==> config.mk <==
export PLATFORM = sky130hd
export DESIGN_NAME = best_fit_block_allocator
export DESIGN_NICKNAME = d
export VERILOG_FILES = /design/src/rtl/bfa_pkg.sv /design/src/rtl/bfa_ram.sv /design/src/rtl/best_fit_block_allocator.sv
export SDC_FILE = /design/constraint.sdc
export NUM_CORES = 2
export LEC_CHECK = 0
export BUFFER_PORTS_ARGS = -buffer_cell sky130_fd_sc_hd__buf_2
export CAP_MARGIN = 30
export CORE_MARGIN = 1
export CORE_UTILIZATION = 45
export CTS_BUF_LIST = sky130_fd_sc_hd__clkbuf_16
export CTS_CLUSTER_SIZE = 24
export DETAILED_ROUTE_END_ITERATION = 8
export SYNTH_ARGS = -nofsm -noshare
export SYNTH_HDL_FRONTEND = slang
export SYNTH_SLANG_ARGS = --single-unit
==> constraint.sdc <==
create_clock -name clock -period 6.8 [get_ports clock]
set_input_delay 0.34 -clock clock [delete_from_list [all_inputs] [get_ports clock]]
set_output_delay 0.34 -clock clock [all_outputs]
set_load 0.1 [all_outputs]
==> src/rtl/bfa_pkg.sv <==
`timescale 1ns / 1ps
// ----------------------------------------------------------------------------
// bfa_pkg
// Shared types, codes and helpers of the best-fit block allocator.
// ----------------------------------------------------------------------------
package bfa_pkg;

   localparam int LEN_BITS = 16;
   localparam int CSR_INDEX_BITS = 8;

   typedef enum logic [1:0] {
      OP_ALLOC = 2'd0,
      OP_FREE  = 2'd1,
      OP_INIT  = 2'd2,
      OP_NOP   = 2'd3
   } op_type;

   typedef enum logic [1:0] {
      ST_OK      = 2'd0,
      ST_NOFIT   = 2'd1,
      ST_UNKNOWN = 2'd2,
      ST_FULL    = 2'd3
   } status_type;

   localparam logic [CSR_INDEX_BITS-1:0] CSR_POOL_BASE   = 8'd0;
   localparam logic [CSR_INDEX_BITS-1:0] CSR_POOL_LENGTH = 8'd1;

   localparam logic [LEN_BITS-1:0] LEN_MAX = '1;

   function automatic logic [LEN_BITS-1:0] sat_add(input logic [LEN_BITS-1:0] a,
                                                   input logic [LEN_BITS-1:0] b);
      logic [LEN_BITS:0] s;
      s = {1'b0, a} + {1'b0, b};
      return s[LEN_BITS] ? LEN_MAX : s[LEN_BITS-1:0];
   endfunction

endpackage

==> src/rtl/bfa_ram.sv <==
`timescale 1ns / 1ps
// ----------------------------------------------------------------------------
// bfa_ram
// Generic single-write, single-read RAM with registered read data.
// ----------------------------------------------------------------------------
module bfa_ram #(
   parameter int WIDTH = 32,
   parameter int DEPTH = 32
) (
   input  logic                     clock,
   input  logic                     wr_en,
   input  logic [$clog2(DEPTH)-1:0] wr_addr,
   input  logic [WIDTH-1:0]         wr_data,
   input  logic [$clog2(DEPTH)-1:0] rd_addr,
   output logic [WIDTH-1:0]         rd_data
);

   logic [WIDTH-1:0] mem_ff [DEPTH];
   logic [WIDTH-1:0] rd_data_ff;

   always_ff @(posedge clock) begin
      if (wr_en) begin
         mem_ff[wr_addr] <= wr_data;
      end
      rd_data_ff <= mem_ff[rd_addr];
   end

   assign rd_data = rd_data_ff;

endmodule

==> src/rtl/best_fit_block_allocator.sv <==
`timescale 1ns / 1ps
// ----------------------------------------------------------------------------
// best_fit_block_allocator
// Best-fit allocator over a word-address pool with free and used tables.
// ----------------------------------------------------------------------------
// allocate: one sweep over both tables in S_ASCAN, then S_ACOMMIT writes the result
// free: S_USCAN, S_FSCAN, then S_FCOMMIT; an unknown block answers after S_USCAN
// init, unused operation and zero-size allocate: result in the cycle after start
// next start is taken in the result cycle; one transaction at a time, none while busy
// the result strobe is never stalled
// after reset the block is busy for one cycle while it loads pool entry zero
module best_fit_block_allocator #(
   parameter int FREE_SLOTS = 32,
   parameter int USED_SLOTS = 64,
   parameter int ADDR_BITS  = 16
) (
   input  logic                               clock,
   input  logic                               reset,
   input  logic                               start,
   output logic                               busy,
   input  logic [1:0]                         req_operation,
   input  logic [15:0]                        req_request_size,
   input  logic [15:0]                        req_block_addr,
   output logic                               rsp_valid,
   output logic [1:0]                         rsp_status,
   output logic [15:0]                        rsp_granted_addr,
   input  logic                               csr_valid,
   output logic                               csr_ready,
   input  logic [bfa_pkg::CSR_INDEX_BITS-1:0] csr_index,
   input  logic [15:0]                        csr_data
);

   import bfa_pkg::*;

   localparam int AW = ADDR_BITS;
   localparam int LW = LEN_BITS;
   localparam int SW = AW + LW;
   localparam int EW = AW + LW;
   localparam int FW = $clog2(FREE_SLOTS);
   localparam int UW = $clog2(USED_SLOTS);
   localparam int SCAN_MAX = (FREE_SLOTS > USED_SLOTS) ? FREE_SLOTS : USED_SLOTS;
   localparam int CW = $clog2(SCAN_MAX + 1);

   typedef enum logic [6:0] {
      S_IDLE    = 7'b0000001,
      S_INIT    = 7'b0000010,
      S_ASCAN   = 7'b0000100,
      S_ACOMMIT = 7'b0001000,
      S_USCAN   = 7'b0010000,
      S_FSCAN   = 7'b0100000,
      S_FCOMMIT = 7'b1000000
   } state_type;

   state_type state_ff, state_in;
   logic [CW-1:0] cnt_ff, cnt_in;
   logic [FREE_SLOTS-1:0] free_valid_ff, free_valid_in;
   logic [USED_SLOTS-1:0] used_valid_ff, used_valid_in;
   logic [15:0] pool_base_ff, pool_base_in, pool_length_ff, pool_length_in;
   logic rsp_valid_ff, rsp_valid_in;
   logic [1:0] rsp_status_ff, rsp_status_in;
   logic [15:0] rsp_granted_ff, rsp_granted_in;

   logic best_found_ff, best_found_in, slot_found_ff, slot_found_in;
   logic u_found_ff, u_found_in, prev_found_ff, prev_found_in;
   logic next_found_ff, next_found_in, empty_found_ff, empty_found_in;

   logic [LW-1:0] size_ff, size_in;
   logic [AW-1:0] addr_ff, addr_in;
   logic [FW-1:0] best_idx_ff, best_idx_in;
   logic [AW-1:0] best_start_ff, best_start_in;
   logic [LW-1:0] best_len_ff, best_len_in;
   logic [UW-1:0] slot_idx_ff, slot_idx_in, u_idx_ff, u_idx_in;
   logic [LW-1:0] u_len_ff, u_len_in;
   logic [AW-1:0] end_ff, end_in;
   logic [FW-1:0] prev_idx_ff, prev_idx_in, next_idx_ff, next_idx_in;
   logic [FW-1:0] empty_idx_ff, empty_idx_in;
   logic [AW-1:0] prev_start_ff, prev_start_in;
   logic [LW-1:0] prev_len_ff, prev_len_in, next_len_ff, next_len_in;

   logic fr_we, ur_we;
   logic [FW-1:0] fr_waddr;
   logic [UW-1:0] ur_waddr;
   logic [EW-1:0] fr_wdata, fr_rdata, ur_wdata, ur_rdata;
   logic [AW-1:0] fr_start, ur_start;
   logic [LW-1:0] fr_len, ur_len, merged_len;
   logic [CW-1:0] prev_cnt;
   logic [FW-1:0] pf_idx;
   logic [UW-1:0] pu_idx;
   logic accept, pf_ok, pu_ok, next_eff;
   logic [SW-1:0] sum_wide;

   bfa_ram #(.WIDTH(EW), .DEPTH(FREE_SLOTS)) u_free_ram (
      .clock   (clock),
      .wr_en   (fr_we),
      .wr_addr (fr_waddr),
      .wr_data (fr_wdata),
      .rd_addr (cnt_ff[FW-1:0]),
      .rd_data (fr_rdata)
   );

   bfa_ram #(.WIDTH(EW), .DEPTH(USED_SLOTS)) u_used_ram (
      .clock   (clock),
      .wr_en   (ur_we),
      .wr_addr (ur_waddr),
      .wr_data (ur_wdata),
      .rd_addr (cnt_ff[UW-1:0]),
      .rd_data (ur_rdata)
   );

   assign fr_start = fr_rdata[EW-1:LW];
   assign fr_len   = fr_rdata[LW-1:0];
   assign ur_start = ur_rdata[EW-1:LW];
   assign ur_len   = ur_rdata[LW-1:0];

   assign busy      = (state_ff != S_IDLE);
   assign csr_ready = !busy;
   assign accept    = start && !busy;
   assign rsp_valid = rsp_valid_ff;
   assign rsp_status = rsp_status_ff;
   assign rsp_granted_addr = rsp_granted_ff;

   // read data is registered, so it belongs to the previous count value
   assign prev_cnt = cnt_ff - 1'b1;
   assign pf_idx   = prev_cnt[FW-1:0];
   assign pu_idx   = prev_cnt[UW-1:0];
   assign pf_ok    = (cnt_ff != '0) && (prev_cnt < CW'(FREE_SLOTS));
   assign pu_ok    = (cnt_ff != '0) && (prev_cnt < CW'(USED_SLOTS));
   assign sum_wide = SW'(fr_start) + SW'(fr_len);
   assign next_eff = next_found_ff && !(prev_found_ff && (next_idx_ff == prev_idx_ff));

   always_comb begin
      state_in = state_ff;
      cnt_in = cnt_ff;
      free_valid_in = free_valid_ff;
      used_valid_in = used_valid_ff;
      pool_base_in = pool_base_ff;
      pool_length_in = pool_length_ff;
      rsp_valid_in = 1'b0;
      rsp_status_in = rsp_status_ff;
      rsp_granted_in = rsp_granted_ff;
      best_found_in = best_found_ff;
      slot_found_in = slot_found_ff;
      u_found_in = u_found_ff;
      prev_found_in = prev_found_ff;
      next_found_in = next_found_ff;
      empty_found_in = empty_found_ff;
      size_in = size_ff;
      addr_in = addr_ff;
      best_idx_in = best_idx_ff;
      best_start_in = best_start_ff;
      best_len_in = best_len_ff;
      slot_idx_in = slot_idx_ff;
      u_idx_in = u_idx_ff;
      u_len_in = u_len_ff;
      end_in = end_ff;
      prev_idx_in = prev_idx_ff;
      next_idx_in = next_idx_ff;
      empty_idx_in = empty_idx_ff;
      prev_start_in = prev_start_ff;
      prev_len_in = prev_len_ff;
      next_len_in = next_len_ff;
      fr_we = 1'b0;
      fr_waddr = '0;
      fr_wdata = {AW'(pool_base_ff), pool_length_ff};
      ur_we = 1'b0;
      ur_waddr = slot_idx_ff;
      ur_wdata = {best_start_ff, size_ff};
      merged_len = sat_add(prev_len_ff, u_len_ff);

      if (csr_valid && csr_ready) begin
         if (csr_index == CSR_POOL_BASE) begin
            pool_base_in = csr_data;
         end else if (csr_index == CSR_POOL_LENGTH) begin
            pool_length_in = csr_data;
         end
      end

      unique case (state_ff)
         S_IDLE: begin
            if (accept) begin
               size_in = req_request_size;
               addr_in = AW'(req_block_addr);
               cnt_in = '0;
               best_found_in = 1'b0;
               slot_found_in = 1'b0;
               u_found_in = 1'b0;
               prev_found_in = 1'b0;
               next_found_in = 1'b0;
               empty_found_in = 1'b0;
               rsp_status_in = ST_OK;
               rsp_granted_in = '0;
               case (op_type'(req_operation))
                  OP_ALLOC: begin
                     if (req_request_size == '0) begin
                        rsp_status_in = ST_NOFIT;
                        rsp_valid_in = 1'b1;
                     end else begin
                        state_in = S_ASCAN;
                     end
                  end
                  OP_FREE: state_in = S_USCAN;
                  OP_INIT: begin
                     free_valid_in = '0;
                     free_valid_in[0] = (pool_length_ff != '0);
                     used_valid_in = '0;
                     fr_we = 1'b1;
                     rsp_valid_in = 1'b1;
                  end
                  default: rsp_valid_in = 1'b1;
               endcase
            end
         end
         S_INIT: begin
            free_valid_in = '0;
            free_valid_in[0] = (pool_length_ff != '0);
            used_valid_in = '0;
            fr_we = 1'b1;
            state_in = S_IDLE;
         end
         S_ASCAN: begin
            if (pf_ok && free_valid_ff[pf_idx] && (fr_len >= size_ff)) begin
               if (!best_found_ff || (fr_len < best_len_ff) ||
                   ((fr_len == best_len_ff) && (fr_start < best_start_ff))) begin
                  best_found_in = 1'b1;
                  best_idx_in = pf_idx;
                  best_start_in = fr_start;
                  best_len_in = fr_len;
               end
            end
            if ((cnt_ff < CW'(USED_SLOTS)) && !slot_found_ff &&
                !used_valid_ff[cnt_ff[UW-1:0]]) begin
               slot_found_in = 1'b1;
               slot_idx_in = cnt_ff[UW-1:0];
            end
            cnt_in = cnt_ff + 1'b1;
            if (cnt_ff == CW'(SCAN_MAX)) begin
               state_in = S_ACOMMIT;
            end
         end
         S_ACOMMIT: begin
            state_in = S_IDLE;
            rsp_valid_in = 1'b1;
            if (!best_found_ff) begin
               rsp_status_in = ST_NOFIT;
            end else if (!slot_found_ff) begin
               rsp_status_in = ST_FULL;
            end else begin
               rsp_granted_in = 16'(best_start_ff);
               ur_we = 1'b1;
               used_valid_in[slot_idx_ff] = 1'b1;
               if (best_len_ff > size_ff) begin
                  fr_we = 1'b1;
                  fr_waddr = best_idx_ff;
                  fr_wdata = {AW'(SW'(best_start_ff) + SW'(size_ff)), best_len_ff - size_ff};
               end else begin
                  free_valid_in[best_idx_ff] = 1'b0;
               end
            end
         end
         S_USCAN: begin
            if (pu_ok && !u_found_ff && used_valid_ff[pu_idx] && (ur_start == addr_ff)) begin
               u_found_in = 1'b1;
               u_idx_in = pu_idx;
               u_len_in = ur_len;
               end_in = AW'(SW'(addr_ff) + SW'(ur_len));
            end
            cnt_in = cnt_ff + 1'b1;
            if (cnt_ff == CW'(USED_SLOTS)) begin
               cnt_in = '0;
               if (u_found_in) begin
                  state_in = S_FSCAN;
               end else begin
                  state_in = S_IDLE;
                  rsp_status_in = ST_UNKNOWN;
                  rsp_valid_in = 1'b1;
               end
            end
         end
         S_FSCAN: begin
            if (pf_ok) begin
               if (!free_valid_ff[pf_idx]) begin
                  if (!empty_found_ff) begin
                     empty_found_in = 1'b1;
                     empty_idx_in = pf_idx;
                  end
               end else begin
                  if (!prev_found_ff && (sum_wide[AW-1:0] == addr_ff)) begin
                     prev_found_in = 1'b1;
                     prev_idx_in = pf_idx;
                     prev_start_in = fr_start;
                     prev_len_in = fr_len;
                  end
                  if (!next_found_ff && (fr_start == end_ff)) begin
                     next_found_in = 1'b1;
                     next_idx_in = pf_idx;
                     next_len_in = fr_len;
                  end
               end
            end
            cnt_in = cnt_ff + 1'b1;
            if (cnt_ff == CW'(FREE_SLOTS)) begin
               state_in = S_FCOMMIT;
            end
         end
         S_FCOMMIT: begin
            state_in = S_IDLE;
            rsp_valid_in = 1'b1;
            if (!prev_found_ff && !next_eff && !empty_found_ff) begin
               rsp_status_in = ST_FULL;
            end else begin
               used_valid_in[u_idx_ff] = 1'b0;
               fr_we = 1'b1;
               if (prev_found_ff) begin
                  fr_waddr = prev_idx_ff;
                  if (next_eff) begin
                     merged_len = sat_add(sat_add(prev_len_ff, u_len_ff), next_len_ff);
                     free_valid_in[next_idx_ff] = 1'b0;
                  end
                  fr_wdata = {prev_start_ff, merged_len};
               end else if (next_eff) begin
                  fr_waddr = next_idx_ff;
                  fr_wdata = {addr_ff, sat_add(next_len_ff, u_len_ff)};
               end else begin
                  fr_waddr = empty_idx_ff;
                  fr_wdata = {addr_ff, u_len_ff};
                  free_valid_in[empty_idx_ff] = 1'b1;
               end
            end
         end
         default: state_in = S_IDLE;
      endcase
   end

   always_ff @(posedge clock) begin
      if (reset) begin
         state_ff <= S_INIT;
         cnt_ff <= '0;
         free_valid_ff <= '0;
         used_valid_ff <= '0;
         pool_base_ff <= '0;
         pool_length_ff <= 16'hFFFF;
         rsp_valid_ff <= 1'b0;
         best_found_ff <= 1'b0;
         slot_found_ff <= 1'b0;
         u_found_ff <= 1'b0;
         prev_found_ff <= 1'b0;
         next_found_ff <= 1'b0;
         empty_found_ff <= 1'b0;
      end else begin
         state_ff <= state_in;
         cnt_ff <= cnt_in;
         free_valid_ff <= free_valid_in;
         used_valid_ff <= used_valid_in;
         pool_base_ff <= pool_base_in;
         pool_length_ff <= pool_length_in;
         rsp_valid_ff <= rsp_valid_in;
         best_found_ff <= best_found_in;
         slot_found_ff <= slot_found_in;
         u_found_ff <= u_found_in;
         prev_found_ff <= prev_found_in;
         next_found_ff <= next_found_in;
         empty_found_ff <= empty_found_in;
      end
   end

   always_ff @(posedge clock) begin
      rsp_status_ff <= rsp_status_in;
      rsp_granted_ff <= rsp_granted_in;
      size_ff <= size_in;
      addr_ff <= addr_in;
      best_idx_ff <= best_idx_in;
      best_start_ff <= best_start_in;
      best_len_ff <= best_len_in;
      slot_idx_ff <= slot_idx_in;
      u_idx_ff <= u_idx_in;
      u_len_ff <= u_len_in;
      end_ff <= end_in;
      prev_idx_ff <= prev_idx_in;
      next_idx_ff <= next_idx_in;
      empty_idx_ff <= empty_idx_in;
      prev_start_ff <= prev_start_in;
      prev_len_ff <= prev_len_in;
      next_len_ff <= next_len_in;
   end

   // an accepted transaction either starts a sweep or answers at once
   a_accept_progress: assert property (@(posedge clock) disable iff (reset)
      accept |=> (busy || rsp_valid))
      else $error("accepted transaction neither busy nor answered");

   // the chosen best fit is still a live free entry at commit
   a_best_live: assert property (@(posedge clock) disable iff (reset)
      (state_ff == S_ACOMMIT) && best_found_ff |-> free_valid_ff[best_idx_ff])
      else $error("best fit entry not valid at commit");

   // the freed block was found in a live used entry
   a_used_live: assert property (@(posedge clock) disable iff (reset)
      (state_ff == S_FCOMMIT) |-> (u_found_ff && used_valid_ff[u_idx_ff]))
      else $error("free commit without a live used entry");

   a_granted_zero: assert property (@(posedge clock) disable iff (reset)
      rsp_valid && (rsp_status != ST_OK) |-> (rsp_granted_addr == '0))
      else $error("granted address nonzero on error status");

endmodule

Word level (Yosys, flattened, before mapping)
Memory sizes are Yosys's and may differ from the RTL's. A register that Yosys moved wholly into a read port is not among the register bits.
Cells that the tools add are included.
Cells by class
  bitwise logic cells: 11
  reductions and logical operators: 70
  equality and inequality tests: 42
  add/sub/neg operators: 9
  order comparisons: 20
  mux-type cells: 114
Operator list (number)
  $mux 32: 14
  $mux 64: 5
  $pmux 64 s4: 1
  $mux 16: 8
  $pmux 32 s4: 1
  $and 32x32->32: 2
  $and 64x64->64: 1
  $eq 16x16->1: 4
  $not 32->32: 2
  $not 64->64: 1
  $or 64x64->64: 1
  $pmux 32 s2: 1
  $add 16x16->17: 3
  $mux 7: 7
  $add 16x16->16: 3
  $mux 1: 41
  $ne 2x2->1 const B: 18
  $lt 16x16->1: 2
  $or 32x32->32: 1
  $pmux 16 s2: 1
  $mux 5: 6
  $lt 6x7->1 const B: 4
  $pmux 7 s4: 1
  $lt 5x6->1 const B: 4
  other kinds (56): 134
Storage, ports and cells
  memories: 2
  output and inout port bits: 21
  RAM bits: 3072
  bits of input ports: 62
  flip-flop bits (word level): 343
Memory list
  u_used_ram.mem_ff: words 64, bits a word 32, read ports 1, clocked after Yosys merged registers in 1, write ports 1, line bfa_ram.sv:18  | logic [WIDTH-1:0] mem_ff [DEPTH];
  u_free_ram.mem_ff: words 32, bits a word 32, read ports 1, clocked after Yosys merged registers in 1, write ports 1, line bfa_ram.sv:18

Logic depth before layout (Yosys ltp)
  depth in word-level cells: 11
  gate-level depth with buffers: 21

By module
From an unflattened synthesis, not the netlist that was laid out.
Second synthesis, totals
  cells, all modules: 8225
  area total of the unflattened synthesis: 142305.2 um2
Modules (own cells, without submodules)
  bfa_ram (u_used_ram): cells an instance 3511, area each 79039.6 um2, seq. area each 62139.6 um2, instances 1
  bfa_ram (u_free_ram): cells an instance 2260, area each 40492.6 um2, seq. area each 31390.1 um2, instances 1
  best_fit_block_allocator: cells an instance 2454, area each 22773.1 um2, seq. area each 8808.4 um2, instances 1

Worst setup path after synthesis
No wires, ideal clock.
  kind: reg-to-reg
  from: reg cnt_ff[0]
  to: reg end_ff[0] (enable)
  stages on the path, launching flop included: 13
  slack: 0.003 ns
  data required time: 6.269 ns
  data arrival time: 6.266 ns
  buffers on the path: 5
  clock period less this slack: 6.797 ns
  cell sequence: dfxtp_1 buf_6 buf_6 buf_6 inv_2 ha_1 buf_2 buf_1 mux4_2 mux4_2 mux2i_1 mux2_2 nor4_1
Between the ends
  longest elaborated chain between the ends: 7
  elaborated cells on any way between the ends: 10
RTL lines
  from (decl): line best_fit_block_allocator.sv:55  | logic [CW-1:0] cnt_ff, cnt_in;
  from (signal assigned): line best_fit_block_allocator.sv:351  | cnt_ff <= cnt_in;
  $sub 7x1->7 (*): line best_fit_block_allocator.sv:123  | assign prev_cnt = cnt_ff - 1'b1;
  named net prev_cnt[0]: line best_fit_block_allocator.sv:86  | logic [CW-1:0] prev_cnt;
  parallel branches: the longest is 3 deep, another holds $bmux 1 s6
  $logic_and 1x1->1 (*) (2 in a row): line best_fit_block_allocator.sv:261  | if (pu_ok && !u_found_ff && used_valid_ff[pu_idx] && (ur_start == addr_ff)) begin
  $reduce_and 2->1 (no line) (*)
  to (signal assigned): line best_fit_block_allocator.sv:377  | end_ff <= end_in;
  to (decl): line best_fit_block_allocator.sv:74  | logic [AW-1:0] end_ff, end_in;
Mark *: on every way through the listed nets, which the timed path passes. The select of a mux whose other input is x is not followed.
A chain may end at the register's enable or synchronous reset.

Final worst setup path
  from: reg u_len_ff[0]
  to: mem u_free_ram.mem_ff[14][15], data pin
Between the ends
  longest elaborated chain between the ends: 8
  elaborated cells on any way between the ends: 11
RTL lines
  from (decl): line best_fit_block_allocator.sv:73  | logic [LW-1:0] u_len_ff, u_len_in;
  from (signal assigned): line best_fit_block_allocator.sv:376  | u_len_ff <= u_len_in;
  $add 16x16->17: line bfa_pkg.sv:33  | s = {1'b0, a} + {1'b0, b};
  $mux 16: line bfa_pkg.sv:34  | return s[LEN_BITS] ? LEN_MAX : s[LEN_BITS-1:0];
  $add 16x16->17: line bfa_pkg.sv:33
  $mux 16: line bfa_pkg.sv:34
  $mux 16: line best_fit_block_allocator.sv:315  | if (next_eff) begin
  $mux 32 (*): line best_fit_block_allocator.sv:313  | if (prev_found_ff) begin
  $mux 32 (*): line best_fit_block_allocator.sv:308  | if (!prev_found_ff && !next_eff && !empty_found_ff) begin
  $pmux 32 s2 (*): line best_fit_block_allocator.sv:178  | unique case (state_ff)
  named net fr_wdata[15]: line best_fit_block_allocator.sv:83  | logic [EW-1:0] fr_wdata, fr_rdata, ur_wdata, ur_rdata;
  to (decl): line bfa_ram.sv:18
Mark *: on every way through the listed nets, which the timed path passes. The rest lies on a longest branch.

==> impl_summary.txt <==
----------------------------------------------------
[Layout]
  Ratio of cells with drive above 1 in the final layout ... 0.2749
  Most frequent cells in the layout ... edfxtp_1, mux4_2, clkbuf_16, a21oi_1, buf_4
  Number of filler instances in the final layout ... between 20000 and 25000
  Final design area excluding fillers ... 160500 µm²
  Number of cells in the finished layout apart from fillers ... 11790
  Area overhead of the layout relative to synthesis ... 14.45%
  Number of nets at the end of the flow ... 7581
  Leading cell type in the layout, fill and taps excluded ... edfxtp_1

[Floorplanning]
  Initial standard-cell utilization of the core ... 0.4534
  Die width ... 560.3 µm
  Number of top-level pins ... 83
  Chip height ... around 560 µm
  Die Area ... 313900 µm²
  Core Footprint ... between 300000 and 400000 µm²
  Total number of placement rows ... 204

[Place]
  PortBufs ... 82
  Area after DPL ... 147700 µm²
  Placed Cells incl. Taps ... 11030
  Dpl hpwl ... between 200 and 250 mm
  Global placer's final weighted congestion ... between 0.8 and 0.9

[CTS]
  Clock-pin slew of the registers on the worst-case setup and hold paths ... 0.06 ns
  Clock net sink count ... 3479
  Insertion delay of the later-clocked pin in the worst-skew pair ... 0.94 ns
  Maximum number of buffers from clock root to sink ... 4
  Number of buffers created by CTS ... 369
  # hold bufs at CTS ... 66
  TritonCTS clock tree ... built
  Cell at the root of the clock tree ... clkbuf_16
  Number of levels the H-tree was split into ... 5
  Count of cells resized by post-cts repair ... 0
  Buffer count from post-CTS setup fixing ... 0

[Drt]
  Number of optimization iterations in the first detailed-route pass ... 5
  Mean routed wirelength per cell ... 32.49 µm
  Vias per cell ... 6.123
  Routed wire length ... 383.0 mm
  Routed Antenna Nets ... 0
  Vias ... 72190
  Initial detailed-routing violation count ... between 9000 and 10000
  # DRC ... 0

[STA]
  Max Slew Vio Count ... 0
  Maximum clock frequency ... 164.7 MHz
  Worst hold-check slack ... 0.1827 ns
  Final clock period utilization by the worst path ... 0.8929
  Worst setup skew after layout ... 0.1017 ns
  Worst slew slack as a fraction of its limit ... 0.2860
  Setup violations, final ... 0
  Sum of negative setup slack ... 0 ns
  Fin crit period ... 6.072 ns
  Final hold viol count ... 0
  Unrepaired setup endpoints after global routing ... false
  Worst Tran Pin Value ... between 1 and 1.5 ns

[Synth]
  Cells after synthesis ... around 6900
  Top post-synthesis cells by area ... edfxtp_1, mux4_2, dfxtp_1
  Proportion of synthesized chip area in sequential cells ... 0.7297
  Cell accounting for the most synthesized area ... edfxtp_1
  Async set-or-reset flop fraction in the synthesized netlist ... 0
  Post-synth EDFFs ... 3266
  Total standard cell area after synthesis ... 140200 µm²
  Area share of the largest cell type after synthesis ... 0.6993
  Primary flip-flop cell chosen by synthesis mapping ... edfxtp_1
  Count of state elements after synthesis ... about 3500
  Total nets after synthesis ... 7121
  Total of warnings raised by yosys ... 0
  Average size of a mapped cell ... approximately 20 µm²
  Count of different cell masters after synthesis ... 89

[Global route]
  Global-route wire length before repair ... 542.0 mm
  Overflow left after global routing ... 0
  Via count of the first global-routing pass ... 72520
  Global routing usage summed across all routing layers ... 0.2422
  Number of antenna violations at the first check in global routing ... 33
  Largest net degree at the start of global routing ... 143

[Power]
  Power per Cell Area ... between 200 and 300 nW/µm²
  Highest ir drop seen on vdd ... approximately 0.21 mV
  Leakage ... 49.74 nW

[Setup path]
  Critical Path Fanout Max ... 32
  Type of the setup path with the least slack ... flop to flop
  Worst-case register-to-register setup slack ... around 0.73 ns
  CP Capture Type ... flop
  Kind of start point of the critical path ... flop
  Arrival time worst endpoint ... 6.76 ns
  Required time worst endpoint ... around 7.5 ns

[Job]
  Number of violations of the max-capacitance limit ... 0

[Status]
  Outcome ... complete, no violations

[Hold path]
  HP Class ... input port to flop

----------------------------------------------------
registers in the layout (all words and copies together), names as in the netlist, 32 cells and up:
signal              cells
free_valid_ff          32
u_free_ram.mem_ff    1024
u_free_ram.rd_data     32
u_used_ram.mem_ff    2048
u_used_ram.rd_data     32
used_valid_ff          64
cell families after synthesis:
group,share of synthesized area
AO/OA/AOI/OAI,0.03171
XOR/XNOR,0.009564
adder cells (fa/ha/maj),0.01527
buffers and inverters,0.01315
flip-flops,0.7297
multiplexers,0.1733
AND/OR/NAND/NOR,0.02734
worst max-delay path: stages (launching register included):
cell	delay (ns)
edfxtp_1	0.43
ha_1	0.27
fa_1	0.44
a211oi_1	0.30
o21ai_1	0.17
o31a_1	0.33
a41oi_2	0.28
o21ai_1	0.17
a31oi_2	0.63
nand2b_1	0.21
ha_1	0.34
a211o_1	0.30
o211ai_1	0.14
a2bb2oi_1	0.15
nand2_1	0.12
a21oi_1	0.10
o41ai_1	0.62
a211o_1	0.23
o221ai_1	0.12
o221ai_2	0.13
buf_4	0.34
path summary, 6_finish.rpt:
kind,start,depth (start not counted),to
max,u_len_ff[0]$_DFFE_PP_,20,u_free_ram.mem_ff[14][15]$_DFFE_PP_
min reg2reg,free_valid_ff[14]$_SDFFE_PP0P_,1,free_valid_ff[14]$_SDFFE_PP0P_
min,csr_index[7],6,pool_base_ff[5]$_SDFFE_PP0P_
max reg2reg,u_len_ff[0]$_DFFE_PP_,20,u_free_ram.mem_ff[14][15]$_DFFE_PP_
synth_stat cells, types with 12 or more instances:
| library cell | instances |
|---|---|
| edfxtp_1 | 3266 |
| mux4_2 | 1043 |
| a21oi_1 | 325 |
| nor2_1 | 307 |
| dfxtp_1 | 213 |
| nand2_1 | 193 |
| clkbuf_1 | 192 |
| ha_1 | 160 |
| o21ai_0 | 110 |
| inv_1 | 96 |
| buf_2 | 95 |
| xnor2_1 | 80 |
| xor2_1 | 66 |
| a21o_1 | 57 |
| buf_1 | 50 |
| mux2i_1 | 44 |
| nand3_1 | 43 |
| o21a_1 | 43 |
| nor3_1 | 35 |
| o221ai_1 | 34 |
| mux2_2 | 33 |
| nand3b_1 | 30 |
| nand2b_1 | 29 |
| nand4_1 | 27 |
| nor2b_1 | 25 |
| a211oi_1 | 23 |
| nor4_1 | 23 |
| a22oi_1 | 16 |
| nor3b_1 | 16 |
| o21bai_1 | 15 |
| o21ai_1 | 14 |
| a31oi_1 | 12 |
| and2_1 | 12 |
| and3_1 | 12 |
| or3_1 | 12 |
metal layers:
layer	vias up	GRT usage	part of all wire	routed length, µm
li1	29640	-	-	-
met1	38900	0.3401	0.41	157000
met2	3124	0.3969	0.49	186900
met3	509	0.03751	0.075	28780
met4	14	0.06423	0.027	10310
met5	-	0	0.00025	94
metrics by stage:
| stage | worst slack [ns] | util | power [W] |
|---|---|---|---|
| floorplan | 0.002650 | - | 0.02551 |
| global placement | 0.8641 | 0.4762 | 0.02624 |
| detailed placement | 0.8319 | 0.4776 | 0.02627 |
| CTS | 0.7846 | 0.5183 | 0.04591 |
| global route | 0.4942 | 0.5188 | 0.04685 |
| finish | 0.7280 | 0.5189 | 0.04556 |
report_power, final:
part           switching [W]  internal [W]  leakage, nW
sequential          0.000140        0.0232         30.8
clock                0.00841        0.0113         6.18
combinational        0.00130       0.00116         12.8
total                0.00984        0.0357         49.7
final cells by class:
cell class / instances / area (µm²) / share of cell area
Tap cell: 4120 / 5155 / 0.03212
Clock buffer: 376 / 9409 / 0.05862
Timing Repair Buffer: 436 / 3736 / 0.02328
Antenna cell: 8 / 20.02 / 0.0001247
Clock inverter: 305 / 2534 / 0.01578
Multi-Input combinational cell: 2967 / 36930 / 0.2301
Sequential cell: 3479 / 102400 / 0.6377
Inverter: 99 / 371.6 / 0.002315
No activity file was read; power rests on OpenSTA's default activity.
